**src/rtl/rscp_pkg.sv**
```systemverilog
// ----------------------------------------------------------------------------
// rscp_pkg
// Shared types and constants of the RGBI sync capture packer.
// ----------------------------------------------------------------------------
package rscp_pkg;

  // Register indexes on the configuration port
  localparam logic [1:0] REG_LEFT_SKIP    = 2'd0;
  localparam logic [1:0] REG_TOP_SKIP     = 2'd1;
  localparam logic [1:0] REG_VSYNC_ENABLE = 2'd2;

  // Result kinds
  localparam logic KIND_WRITE   = 1'b0;
  localparam logic KIND_REQUEST = 1'b1;

  // Position and sync counters saturate here
  localparam logic signed [15:0] POS_MAX = 16'sh7fff;
  localparam logic [15:0]        SYNC_COUNT_MAX = 16'hffff;

  // Buffers are requested once more than FRAMES_NEEDED frames were seen; the counter stops one above
  localparam logic [3:0] FRAMES_NEEDED = 4'd10;
  localparam logic [3:0] FRAMES_SAT    = 4'd11;

  typedef struct packed {
    logic [7:0] left_skip;
    logic [7:0] top_skip;
    logic       vsync_enable;
  } cfg_t;

  typedef struct packed {
    logic        kind;
    logic [15:0] address;
    logic [7:0]  data;
  } result_t;

endpackage

```
**src/rtl/rscp_track.sv**
```systemverilog
// ----------------------------------------------------------------------------
// rscp_track
// Sync tracking, position counters and pixel packing for one item a cycle while step is high.
// ----------------------------------------------------------------------------
module rscp_track #(
  parameter int LINE_WIDTH    = 320,
  parameter int FRAME_LINES   = 256,
  parameter int HSYNC_SAMPLES = 64,
  parameter int VSYNC_SAMPLES = 512,
  parameter int HSYNC_BIT     = 6,
  parameter int VSYNC_BIT     = 7
) (
  input  logic              clk,
  input  logic              rst_n,
  input  logic              step,
  input  logic [7:0]        sample,
  input  rscp_pkg::cfg_t    cfg,
  output logic              res_valid,
  output rscp_pkg::result_t res
);
  import rscp_pkg::*;

  localparam int          LW_W           = $clog2(LINE_WIDTH + 1);
  localparam int          PROD_W         = 16 + LW_W;
  localparam logic [LW_W-1:0] LW_K       = LW_W'(LINE_WIDTH);
  localparam logic [15:0] LW16           = 16'(LINE_WIDTH);
  localparam logic [15:0] FL16           = 16'(FRAME_LINES);
  localparam logic [15:0] LINE_START_CNT = 16'(HSYNC_SAMPLES / 2);
  localparam logic [15:0] FRAME_CNT      = 16'(VSYNC_SAMPLES);

  logic signed [15:0] x_r, x_nxt;
  logic signed [15:0] y_r, y_nxt;
  logic [15:0]        sc_r, sc_nxt;
  logic [3:0]         held_r, held_nxt;
  logic [15:0]        wp_r, wp_nxt;
  logic [3:0]         fs_r, fs_nxt;
  logic               bv_r, bv_nxt;

  logic signed [15:0] x_inc;
  logic signed [15:0] y_line;
  logic [15:0]        sc_inc;
  logic [PROD_W-1:0]  line_prod;
  logic               in_sync;
  logic               line_start;

  // Sync is active when the selected sync bits are not all high
  assign in_sync = !(sample[HSYNC_BIT] && (!cfg.vsync_enable || sample[VSYNC_BIT]));

  assign x_inc      = (x_r == POS_MAX) ? POS_MAX : x_r + 16'sd1;
  assign line_start = (sc_r == LINE_START_CNT);
  assign y_line     = !line_start ? y_r : ((y_r == POS_MAX) ? POS_MAX : y_r + 16'sd1);
  assign sc_inc     = (sc_r == SYNC_COUNT_MAX) ? sc_r : sc_r + 16'd1;

  // Byte offset of a line start: y * LINE_WIDTH / 2
  assign line_prod = PROD_W'($unsigned(y_line)) * PROD_W'(LW_K);

  // Next state and result
  always_comb begin
    x_nxt     = x_inc;
    y_nxt     = y_r;
    sc_nxt    = sc_r;
    held_nxt  = held_r;
    wp_nxt    = wp_r;
    fs_nxt    = fs_r;
    bv_nxt    = bv_r;
    res_valid = 1'b0;
    res       = '0;
    if (in_sync) begin
      y_nxt  = y_line;
      sc_nxt = sc_inc;
      x_nxt  = ~{8'd0, cfg.left_skip};
      if (line_start && !y_line[15] && bv_r) begin
        wp_nxt = line_prod[16:1];
      end
      if (sc_inc >= FRAME_CNT) begin
        if (!y_line[15]) begin
          if (fs_r > FRAMES_NEEDED) begin
            bv_nxt       = 1'b1;
            res_valid    = 1'b1;
            res.kind     = KIND_REQUEST;
          end
          if (fs_r < FRAMES_SAT) begin
            fs_nxt = fs_r + 4'd1;
          end
        end
        y_nxt = ~{8'd0, cfg.top_skip};
      end
    end else if (x_inc[0]) begin
      // Second pixel of a pair: write if buffers were requested and inside the picture
      if (bv_r && !x_inc[15] && !y_r[15] &&
          ($unsigned(x_inc) < LW16) && ($unsigned(y_r) < FL16)) begin
        res_valid   = 1'b1;
        res.kind    = KIND_WRITE;
        res.address = wp_r;
        res.data    = {sample[3:0], held_r};
        wp_nxt      = wp_r + 16'd1;
      end
    end else begin
      sc_nxt   = '0;
      held_nxt = sample[3:0];
    end
  end

  // State registers
  always_ff @(posedge clk) begin
    if (!rst_n) begin
      x_r    <= '0;
      y_r    <= '0;
      sc_r   <= '0;
      held_r <= '0;
      wp_r   <= '0;
      fs_r   <= '0;
      bv_r   <= 1'b0;
    end else if (step) begin
      x_r    <= x_nxt;
      y_r    <= y_nxt;
      sc_r   <= sc_nxt;
      held_r <= held_nxt;
      wp_r   <= wp_nxt;
      fs_r   <= fs_nxt;
      bv_r   <= bv_nxt;
    end
  end

endmodule

```
**src/rtl/rgbi_sync_capture_packer_core.sv**
```systemverilog
// ----------------------------------------------------------------------------
// rgbi_sync_capture_packer_core
// Captures RGBI samples, tracks line and frame sync, packs pixel pairs.
// ----------------------------------------------------------------------------
// One sample item is taken every cycle while in_stall is low. Each item
// passes an input register and the tracking logic; its result (a packed
// pixel byte write or a buffer request) enters the output register as the
// item leaves the input register. in_stall rises only while the output
// register holds a result that out_stall keeps from being taken; the state
// counters update in the same cycle that an item leaves the input register.
// Registers: left_skip at 0x0, top_skip at 0x4, vsync_enable at 0x8. The
// user must write them only while no item is in flight; not enforced here.
module rgbi_sync_capture_packer_core #(
  parameter int LINE_WIDTH    = 320,
  parameter int FRAME_LINES   = 256,
  parameter int HSYNC_SAMPLES = 64,
  parameter int VSYNC_SAMPLES = 512,
  parameter int HSYNC_BIT     = 6,
  parameter int VSYNC_BIT     = 7
) (
  input  logic        clk,
  input  logic        rst_n,
  // input channel
  input  logic        in_valid,
  output logic        in_stall,
  input  logic [7:0]  in_sample,
  // result channel
  output logic        out_valid,
  input  logic        out_stall,
  output logic        out_kind,
  output logic [15:0] out_address,
  output logic [7:0]  out_data,
  // configuration port
  input  logic        psel,
  input  logic        penable,
  input  logic        pwrite,
  input  logic [3:0]  paddr,
  input  logic [31:0] pwdata,
  output logic [31:0] prdata,
  output logic        pready
);
  import rscp_pkg::*;

  cfg_t       cfg_r;
  logic       in_valid_r;
  logic [7:0] in_sample_r;
  logic       out_valid_r;
  result_t    out_r;
  logic       adv;
  logic       step;
  logic       res_valid;
  result_t    res;
  logic [1:0] reg_idx;

  // Configuration registers
  assign pready  = 1'b1;
  assign reg_idx = paddr[3:2];

  always_ff @(posedge clk) begin
    if (!rst_n) begin
      cfg_r <= '0;
    end else if (psel && penable && pwrite) begin
      unique case (reg_idx)
        REG_LEFT_SKIP:    cfg_r.left_skip    <= pwdata[7:0];
        REG_TOP_SKIP:     cfg_r.top_skip     <= pwdata[7:0];
        REG_VSYNC_ENABLE: cfg_r.vsync_enable <= pwdata[0];
        default: ;
      endcase
    end
  end

  always_comb begin
    unique case (reg_idx)
      REG_LEFT_SKIP:    prdata = {24'd0, cfg_r.left_skip};
      REG_TOP_SKIP:     prdata = {24'd0, cfg_r.top_skip};
      REG_VSYNC_ENABLE: prdata = {31'd0, cfg_r.vsync_enable};
      default:          prdata = '0;
    endcase
  end

  // Pipeline control
  assign adv      = !out_valid_r || !out_stall;
  assign step     = in_valid_r && adv;
  assign in_stall = in_valid_r && !adv;

  // Input register
  always_ff @(posedge clk) begin
    if (!rst_n) begin
      in_valid_r <= 1'b0;
    end else if (!in_stall) begin
      in_valid_r <= in_valid;
    end
  end

  always_ff @(posedge clk) begin
    if (in_valid && !in_stall) begin
      in_sample_r <= in_sample;
    end
  end

  rscp_track #(
    .LINE_WIDTH    (LINE_WIDTH),
    .FRAME_LINES   (FRAME_LINES),
    .HSYNC_SAMPLES (HSYNC_SAMPLES),
    .VSYNC_SAMPLES (VSYNC_SAMPLES),
    .HSYNC_BIT     (HSYNC_BIT),
    .VSYNC_BIT     (VSYNC_BIT)
  ) u_track (
    .clk       (clk),
    .rst_n     (rst_n),
    .step      (step),
    .sample    (in_sample_r),
    .cfg       (cfg_r),
    .res_valid (res_valid),
    .res       (res)
  );

  // Output register
  always_ff @(posedge clk) begin
    if (!rst_n) begin
      out_valid_r <= 1'b0;
    end else if (adv) begin
      out_valid_r <= step && res_valid;
    end
  end

  always_ff @(posedge clk) begin
    if (step && res_valid) begin
      out_r <= res;
    end
  end

  assign out_valid   = out_valid_r;
  assign out_kind    = out_r.kind;
  assign out_address = out_r.address;
  assign out_data    = out_r.data;

endmodule
```
**config.mk**
```make
export PLATFORM = sky130hd
export DESIGN_NAME = rgbi_sync_capture_packer_core
export DESIGN_NICKNAME = d
export VERILOG_FILES = /design/src/rtl/rscp_pkg.sv /design/src/rtl/rscp_track.sv /design/src/rtl/rgbi_sync_capture_packer_core.sv
export SDC_FILE = /design/constraint.sdc
export NUM_CORES = 1
export LEC_CHECK = 0
export BUFFER_PORTS_ARGS = -buffer_cell sky130_fd_sc_hd__buf_2
export CORE_MARGIN = 2
export CORE_UTILIZATION = 52
export CTS_CLUSTER_DIAMETER = 100
export CTS_CLUSTER_SIZE = 10
export DETAILED_ROUTE_END_ITERATION = 7
export GPL_TIMING_DRIVEN = 0
export PLACE_DENSITY = 0.88
export SYNTH_ARGS = -nofsm -noshare
export SYNTH_HDL_FRONTEND = slang
export SYNTH_SLANG_ARGS = --single-unit
```
**constraint.sdc**
```tcl
create_clock -name clk -period 3.7 [get_ports clk]
set_input_delay 0.74 -clock clk [delete_from_list [all_inputs] [get_ports clk]]
set_output_delay 0.74 -clock clk [all_outputs]
set_load 0.01 [all_outputs]
```
==> impl_metrics.json, run 1 <==
{
  "ys.flop_type": "dfxtp_1",
  "max_freq_mhz": 275,
  "r2r-end": "u_track.wp_r[15]$_SDFFE_PN0P_",
  "worst_hold_slack_ns": 0.467,
  "setup.worst_path.end": "u_track.wp_r[15]$_SDFFE_PN0P_",
  "via_per_inst": 6.11,
  "drc": 0,
  "crit_path_start_kind": "register",
  "leakagePower_nw": 3.36,
  "tritoncts": "built",
  "vdd_drop_max_mv": 0.425,
  "finalHoldViolations": 0,
  "fin_skew_ns": 0.00853,
  "cts_buffers": 17,
  "cts_htree_levels": 4,
  "grt_pass1_wl_um": 31600,
  "synthTopCellsByCount": "dfxtp_1 (92), nor2_1 (87), a21oi_1 (77)",
  "netlist_top_cells_area": "dfxtp_1 (25%), edfxtp_1 (13%), a21oi_1 (5.3%)",
  "io_pins": 111,
  "die_y_um": 122,
  "reg2reg_from": "u_track.sc_r[0]$_SDFFE_PN0P_",
  "fp.dieArea_mm2": 0.0149,
  "drive_gt1_frac": 0.202,
  "clock_path_buffers": 2,
  "arrival_ns": 3.95,
  "grt_busiest_layer": "met2",
  "synth_cell_types": 77,
  "area_growth_pct": 20.1,
  "syn_inst": 872,
  "multi_input_area_mm2": 0.00424,
  "vias": 7151,
  "tightest_slew_ns": 0.910,
  "yosysMostFrequentCell": "dfxtp_1",
  "core_area_mm2": 0.0137,
  "critPathCaptureType": "register",
  "diodes": 0,
  "async_flop_share": 0,
  "period_needed_ns": 3.63,
  "root_buffer": "clkbuf_16",
  "first_pass_iters": 6,
  "grt_pass1_vias": 6517,
  "cp_max_fo": 11,
  "power_mw": 3.36,
  "power_density_mw_per_mm2": 386,
  "place.gp.congestion": 0.980,
  "clock_latency_ns": 0.43,
  "gr-usage-met2": 0.435,
  "grt_use_met1": 0.341,
  "yosys.area.top_type": "dfxtp_1",
  "start_util": 0.528,
  "crit_type": "reg2reg",
  "finalCritPeriodShare": 0.981,
  "synth_edf_count": 31,
  "grt_start_max_net_pins": 26,
  "synth_seq_area_share": 0.383,
  "grtUsageMet3": 0.0707,
  "fin_util": 0.634,
  "hold_buffers": 0,
  "n_fill_cell": 1089,
  "status": "completed",
  "yosys_warnings": 0,
  "seq_area_mm2": 0.00278,
  "drtIter0Drc": 841,
  "slew_headroom": 0.387,
  "hold_path.class": "reg2reg",
  "ff2ff_setup_slack_ns": 0.07,
  "gr-total-overflow": 0,
  "ff2ff_path_depth": 16,
  "wl_um": 20100,
  "route.antenna.remaining_nets": 0,
  "yosysTopAreaCellShare": 0.254,
  "setup_violations": 0,
  "num_rows": 43,
  "cap_violations": 0,
  "worstPathRequired_ns": 4.02,
  "syn_area_per_cell_um2": 8.31,
  "fin_nets": 1051,
  "path_clk_slew_ns": 0.06,
  "dp_hpwl_um": 14000,
  "die_w_um": 122,
  "syn_area_mm2": 0.00724,
  "antenna_found_initial": 0,
  "cts_sinks": 123,
  "wl_per_cell_um": 17.2,
  "port_buffers": 57,
  "cp-startpoint": "u_track.sc_r[0]$_SDFFE_PN0P_",
  "slew_viol_final": 0,
  "track_usage": 0.273,
  "ys_ff_latch": 123
}
[area by class of cell]
| class | instances | area share |
|---|---|---|
| multi-input cells | 666 | 0.487 |
| well taps | 180 | 0.0259 |
| plain buffers | 74 | 0.0482 |
| inverters | 30 | 0.0129 |
| clock inverters | 13 | 0.0167 |
| flip-flops and latches | 123 | 0.319 |
| clock buffers | 19 | 0.0498 |
| repair buffers | 65 | 0.0401 |
[worst min path at each step]
stage,startpoint,to,slack [ns],depth (start not counted)
4_1_cts,in_sample[0],in_sample_r[0]$_DFFE_PP_,0.48,1
3_3_place_gp,cfg_r[3]$_SDFFE_PN0P_,cfg_r[3]$_SDFFE_PN0P_,0.46,2
3_5_place_dp,cfg_r[1]$_SDFFE_PN0P_,cfg_r[1]$_SDFFE_PN0P_,0.47,2
2_1_floorplan,cfg_r[3]$_SDFFE_PN0P_,cfg_r[3]$_SDFFE_PN0P_,0.44,2
5_1_grt,in_sample[1],in_sample_r[1]$_DFFE_PP_,0.47,1
6_report,u_track.sc_r[0]$_SDFFE_PN0P_,u_track.sc_r[0]$_SDFFE_PN0P_,0.47,1
[layout by cell type, fill, tap and decap left out, types with 7 or more instances in the layout]
cell type	netlist	routed
dfxtp_1	92	88
nor2_1	87	86
a21oi_1	77	74
nand2_1	68	68
buf_2	9	66
o21ai_0	54	48
nand3_1	38	36
clkbuf_1	33	34
buf_4	26	33
mux2i_1	33	33
edfxtp_1	31	31
inv_1	29	29
and2_1	29	29
nor3_1	30	27
conb_1	2	25
nand4_1	22	22
ha_1	22	18
nor4_1	19	17
clkbuf_16	0	17
and3_1	14	13
a31oi_1	13	12
o21a_1	12	10
nand2b_1	7	7
[metal layers]
| metal | up-vias | wire (um) |
|---|---|---|
| met4 | 0 | 811 |
| met5 | - | 0 |
| met1 | 3321 | 8170 |
| met2 | 421 | 9230 |
| met3 | 74 | 1890 |
| li1 | 3335 | - |
[cell families (layout without fill, tap and decap cells)]
group,Yosys count,after routing,share of synthesized area
AND/OR/NAND/NOR,360,360,0.258
AO/OA/AOI/OAI,215,215,0.185
flip-flops,123,123,0.383
buffers and inverters,106,201,0.0744
multiplexers,35,35,0.0487
adder cells (fa/ha/maj),23,23,0.0408
XOR/XNOR,8,8,0.00967
other,2,25,0.00104
[where the power goes]
part | internal, mW | switching, mW | leakage (nW) | total [mW]
Combinational | 0.106 | 0.184 | 2.00 | 0.290
Clock | 0.991 | 0.645 | 0.262 | 1.64
Sequential | 1.40 | 0.0293 | 1.10 | 1.43
[flip-flops by register name, summed over array words and instances (netlist names), 4 cells and up]
name,cells
cfg_r,17
out_address,16
u_track.sc_r,16
u_track.wp_r,16
u_track.x_r,16
u_track.y_r,16
out_data,8
in_sample_r,6
u_track.fs_r,4
u_track.held_r,4
[metrics by stage]
stage	TNS, ns	instance area, um2	setup WS [ns]	cells
2_1_floorplan	0	7330	0.204	895
3_5_place_dp	-3.69	7840	-0.486	1132
3_3_place_gp	-2.12	7840	-0.479	1132
6_report	0	8700	0.0701	1170
5_1_grt	-0.0825	8700	-0.0560	1170
4_1_cts	-0.0707	8510	-0.0529	1167
[repair_timing]
action	CTS	global route
endpoints found under the setup margin	30	30
setup buffers	3	5
gates cloned	0	0
gates resized for setup	17	38
pin swaps	3	11
[worst max-delay path, stage by stage, from the launching register on]
cell and delay [ns]:
dfxtp_2 0.34, inv_1 0.06, ha_1 0.18, nor4b_4 0.26
and4_4 0.37, and3_1 0.21, nand3_1 0.09, o21a_1 0.18
ha_1 0.31, ha_1 0.35, o21ai_2 0.16, o21ai_1 0.10
a21oi_2 0.21, o21ai_2 0.09, xor2_1 0.24, nor2_1 0.08
o31a_1 0.30
Note: power is estimated with default switching activity, not from simulation.
==> inputs of run 2 (changes only) <==
Settings changed: CORE_MARGIN 2 to 1.
==> run 2 against run 1 <==
Critical path depth rose by 2. Die area fell by 3.3%. Setup slack got worse by 0.0079 ns. Via count rose by 2.1%. Routed wire length rose by 6.7%. Total power rose by 4.3%. First-iteration DRC count rose by 12%. Clock power rose by 8%. Sequential power barely moved. Non-clock buffer count rose by 5. Sequential share of layout area fell by 0.33 points. Core utilization rose by 2.2 points. Critical endpoint is now u_track.wp_r[14]$_SDFFE_PN0P_. Highest routed layer unchanged.
==> impl_metrics.json, run 2 (synthesis gave the netlist of run 1 again) <==
{
  "status": "completed",
  "io_pins": 111,
  "port_buffers": 57,
  "start_util": 0.541,
  "tritoncts": "built",
  "path_cells": "inv_1 -> ha_2 -> nor4b_4 -> and4_1 -> buf_4 -> a21oi_1 -> a31oi_4 -> ha_2 -> ha_4 -> inv_1 -> fa_2 -> nor2b_2 -> o21ai_1 -> a21boi_1 -> o21ai_1 -> a41oi_1 -> a21oi_2 -> o21a_1",
  "largest_reg_flops": 17,
  "slew_headroom": 0.228,
  "path_clk_slew_ns": 0.06,
  "worstPathRequired_ns": 4.03,
  "clock_latency_ns": 0.44,
  "final_common_cell": "dfxtp_1",
  "critPathCaptureType": "register",
  "drc": 0,
  "setup_ws_ns": 0.0622,
  "placed_cells": 1128,
  "post-place-ws_ns": -0.435,
  "cp_max_fo": 10,
  "n_fill_cell": 1052,
  "cts_htree_levels": 4,
  "cts_sinks": 123,
  "cts_buffers": 17,
  "max_stage_delay_ns": 0.36,
  "finalHoldViolations": 0,
  "reg2reg_from": "u_track.sc_r[0]$_SDFFE_PN0P_",
  "wl_um": 21400,
  "hold_path.class": "reg2reg",
  "via_per_inst": 6.23,
  "power_mw": 3.50,
  "grt_pass1_wl_um": 33000,
  "clock_path_buffers": 2,
  "finish.instance_area_mm2": 0.00879,
  "slew_viol_final": 0,
  "vias": 7301,
  "num_rows": 42,
  "whs_endpoint": "u_track.sc_r[0]$_SDFFE_PN0P_",
  "track_usage": 0.293,
  "first_pass_iters": 8,
  "die_y_um": 120,
  "area_growth_pct": 21.3,
  "hold_depth": 1,
  "fin_skew_ns": 0.0113,
  "power_density_mw_per_mm2": 398,
  "slowest_stage": "fa_2",
  "dp_hpwl_um": 13900,
  "crit_path_start_kind": "register",
  "gr-total-overflow": 0,
  "cap_violations": 0,
  "vdd_drop_max_mv": 0.299,
  "finalNonFillerCells": 1171,
  "worst_hold_slack_ns": 0.473,
  "ff2ff_path_depth": 18,
  "layout_common_cells": "dfxtp_1 (89), nor2_1 (86), a21oi_1 (73)",
  "wl_per_cell_um": 18.3,
  "finalCritPeriodShare": 0.983,
  "drive_gt1_frac": 0.207,
  "root_buffer": "clkbuf_16",
  "leakagePower_nw": 3.40,
  "fp.dieArea_mm2": 0.0144,
  "place_area_mm2": 0.00784,
  "core_area_mm2": 0.0134,
  "route.antenna.remaining_nets": 0,
  "max_freq_mhz": 275,
  "ff2ff_setup_slack_ns": 0.06,
  "grt_start_max_net_pins": 26,
  "grt_pass1_vias": 6652,
  "drtIter0Drc": 940,
  "hold_buffers": 0,
  "tightest_slew_ns": 1.15,
  "place.gp.congestion": 0.950,
  "diodes": 0,
  "hold_start": "u_track.sc_r[0]$_SDFFE_PN0P_",
  "arrival_ns": 3.97,
  "fin_nets": 1056,
  "largest_register": "cfg_r",
  "r2r-end": "u_track.wp_r[14]$_SDFFE_PN0P_",
  "crit_type": "reg2reg",
  "die_w_um": 120,
  "setup_violations": 0,
  "period_needed_ns": 3.64,
  "antenna_found_initial": 0
}
[run 2: timing repair]
| action | in CTS | in global routing |
|---|---|---|
| pin swaps | 7 | 11 |
| gates resized for setup | 23 | 32 |
| buffers inserted | 7 | 4 |
| endpoints found under the setup margin | 29 | 29 |
[run 2: where the power goes]
part	switching [mW]	total [mW]	internal (mW)
combinational	0.190	0.300	0.110
clock	0.671	1.77	1.10
sequential	0.0311	1.43	1.40
[run 2: final cells by class]
class | count | area (um2) | share of cell area
clock inverter | 13 | 165 | 0.0188
multi-input combinational | 666 | 4250 | 0.484
inverter | 30 | 113 | 0.0128
buffer | 75 | 427 | 0.0486
tap | 176 | 220 | 0.0251
sequential | 123 | 2780 | 0.316
clock buffer | 19 | 453 | 0.0516
timing repair buffer | 69 | 379 | 0.0432
[run 2: per-layer routing]
metal	vias to the layer above	track usage	wire, um
li1	3349	-	-
met1	3385	0.364	8530
met2	463	0.470	10000
met3	104	0.0651	2010
met4	0	0.159	894
met5	-	0	0
[run 2: stage by stage]
step	utilization	setup TNS (ns)
6_report	0.656	0
4_1_cts	0.642	-0.0302
5_1_grt	0.656	-0.533
3_3_place_gp	0.585	-2.45
3_5_place_dp	0.585	-4.04
2_1_floorplan	-	0
[run 2: critical path: cells and delay by family, from the launching register on]
| family | cells | cell delay, ns |
|---|---|---|
| AOI/OAI and AO/OA | 8 | 1.29 |
| adders and majority gates | 4 | 0.96 |
| and+or+nand+nor | 3 | 0.63 |
| DFF | 1 | 0.34 |
| buffers and inverters | 3 | 0.31 |
[run 2: how the worst max path moves through the flow]
stage / startpoint / endpoint / slack (ns) / cells after the start
global placement: u_track.sc_r[2]$_SDFFE_PN0P_ / u_track.wp_r[15]$_SDFFE_PN0P_ / -0.46 / 15
finish: u_track.sc_r[0]$_SDFFE_PN0P_ / u_track.wp_r[14]$_SDFFE_PN0P_ / 0.06 / 18
floorplan: u_track.sc_r[2]$_SDFFE_PN0P_ / u_track.wp_r[15]$_SDFFE_PN0P_ / 0.20 / 16
global route: u_track.sc_r[0]$_SDFFE_PN0P_ / u_track.wp_r[14]$_SDFFE_PN0P_ / -0.08 / 18
CTS: u_track.y_r[7]$_SDFFE_PN0P_ / u_track.wp_r[15]$_SDFFE_PN0P_ / -0.03 / 16
detailed placement: u_track.y_r[7]$_SDFFE_PN0P_ / u_track.wp_r[14]$_SDFFE_PN0P_ / -0.43 / 16
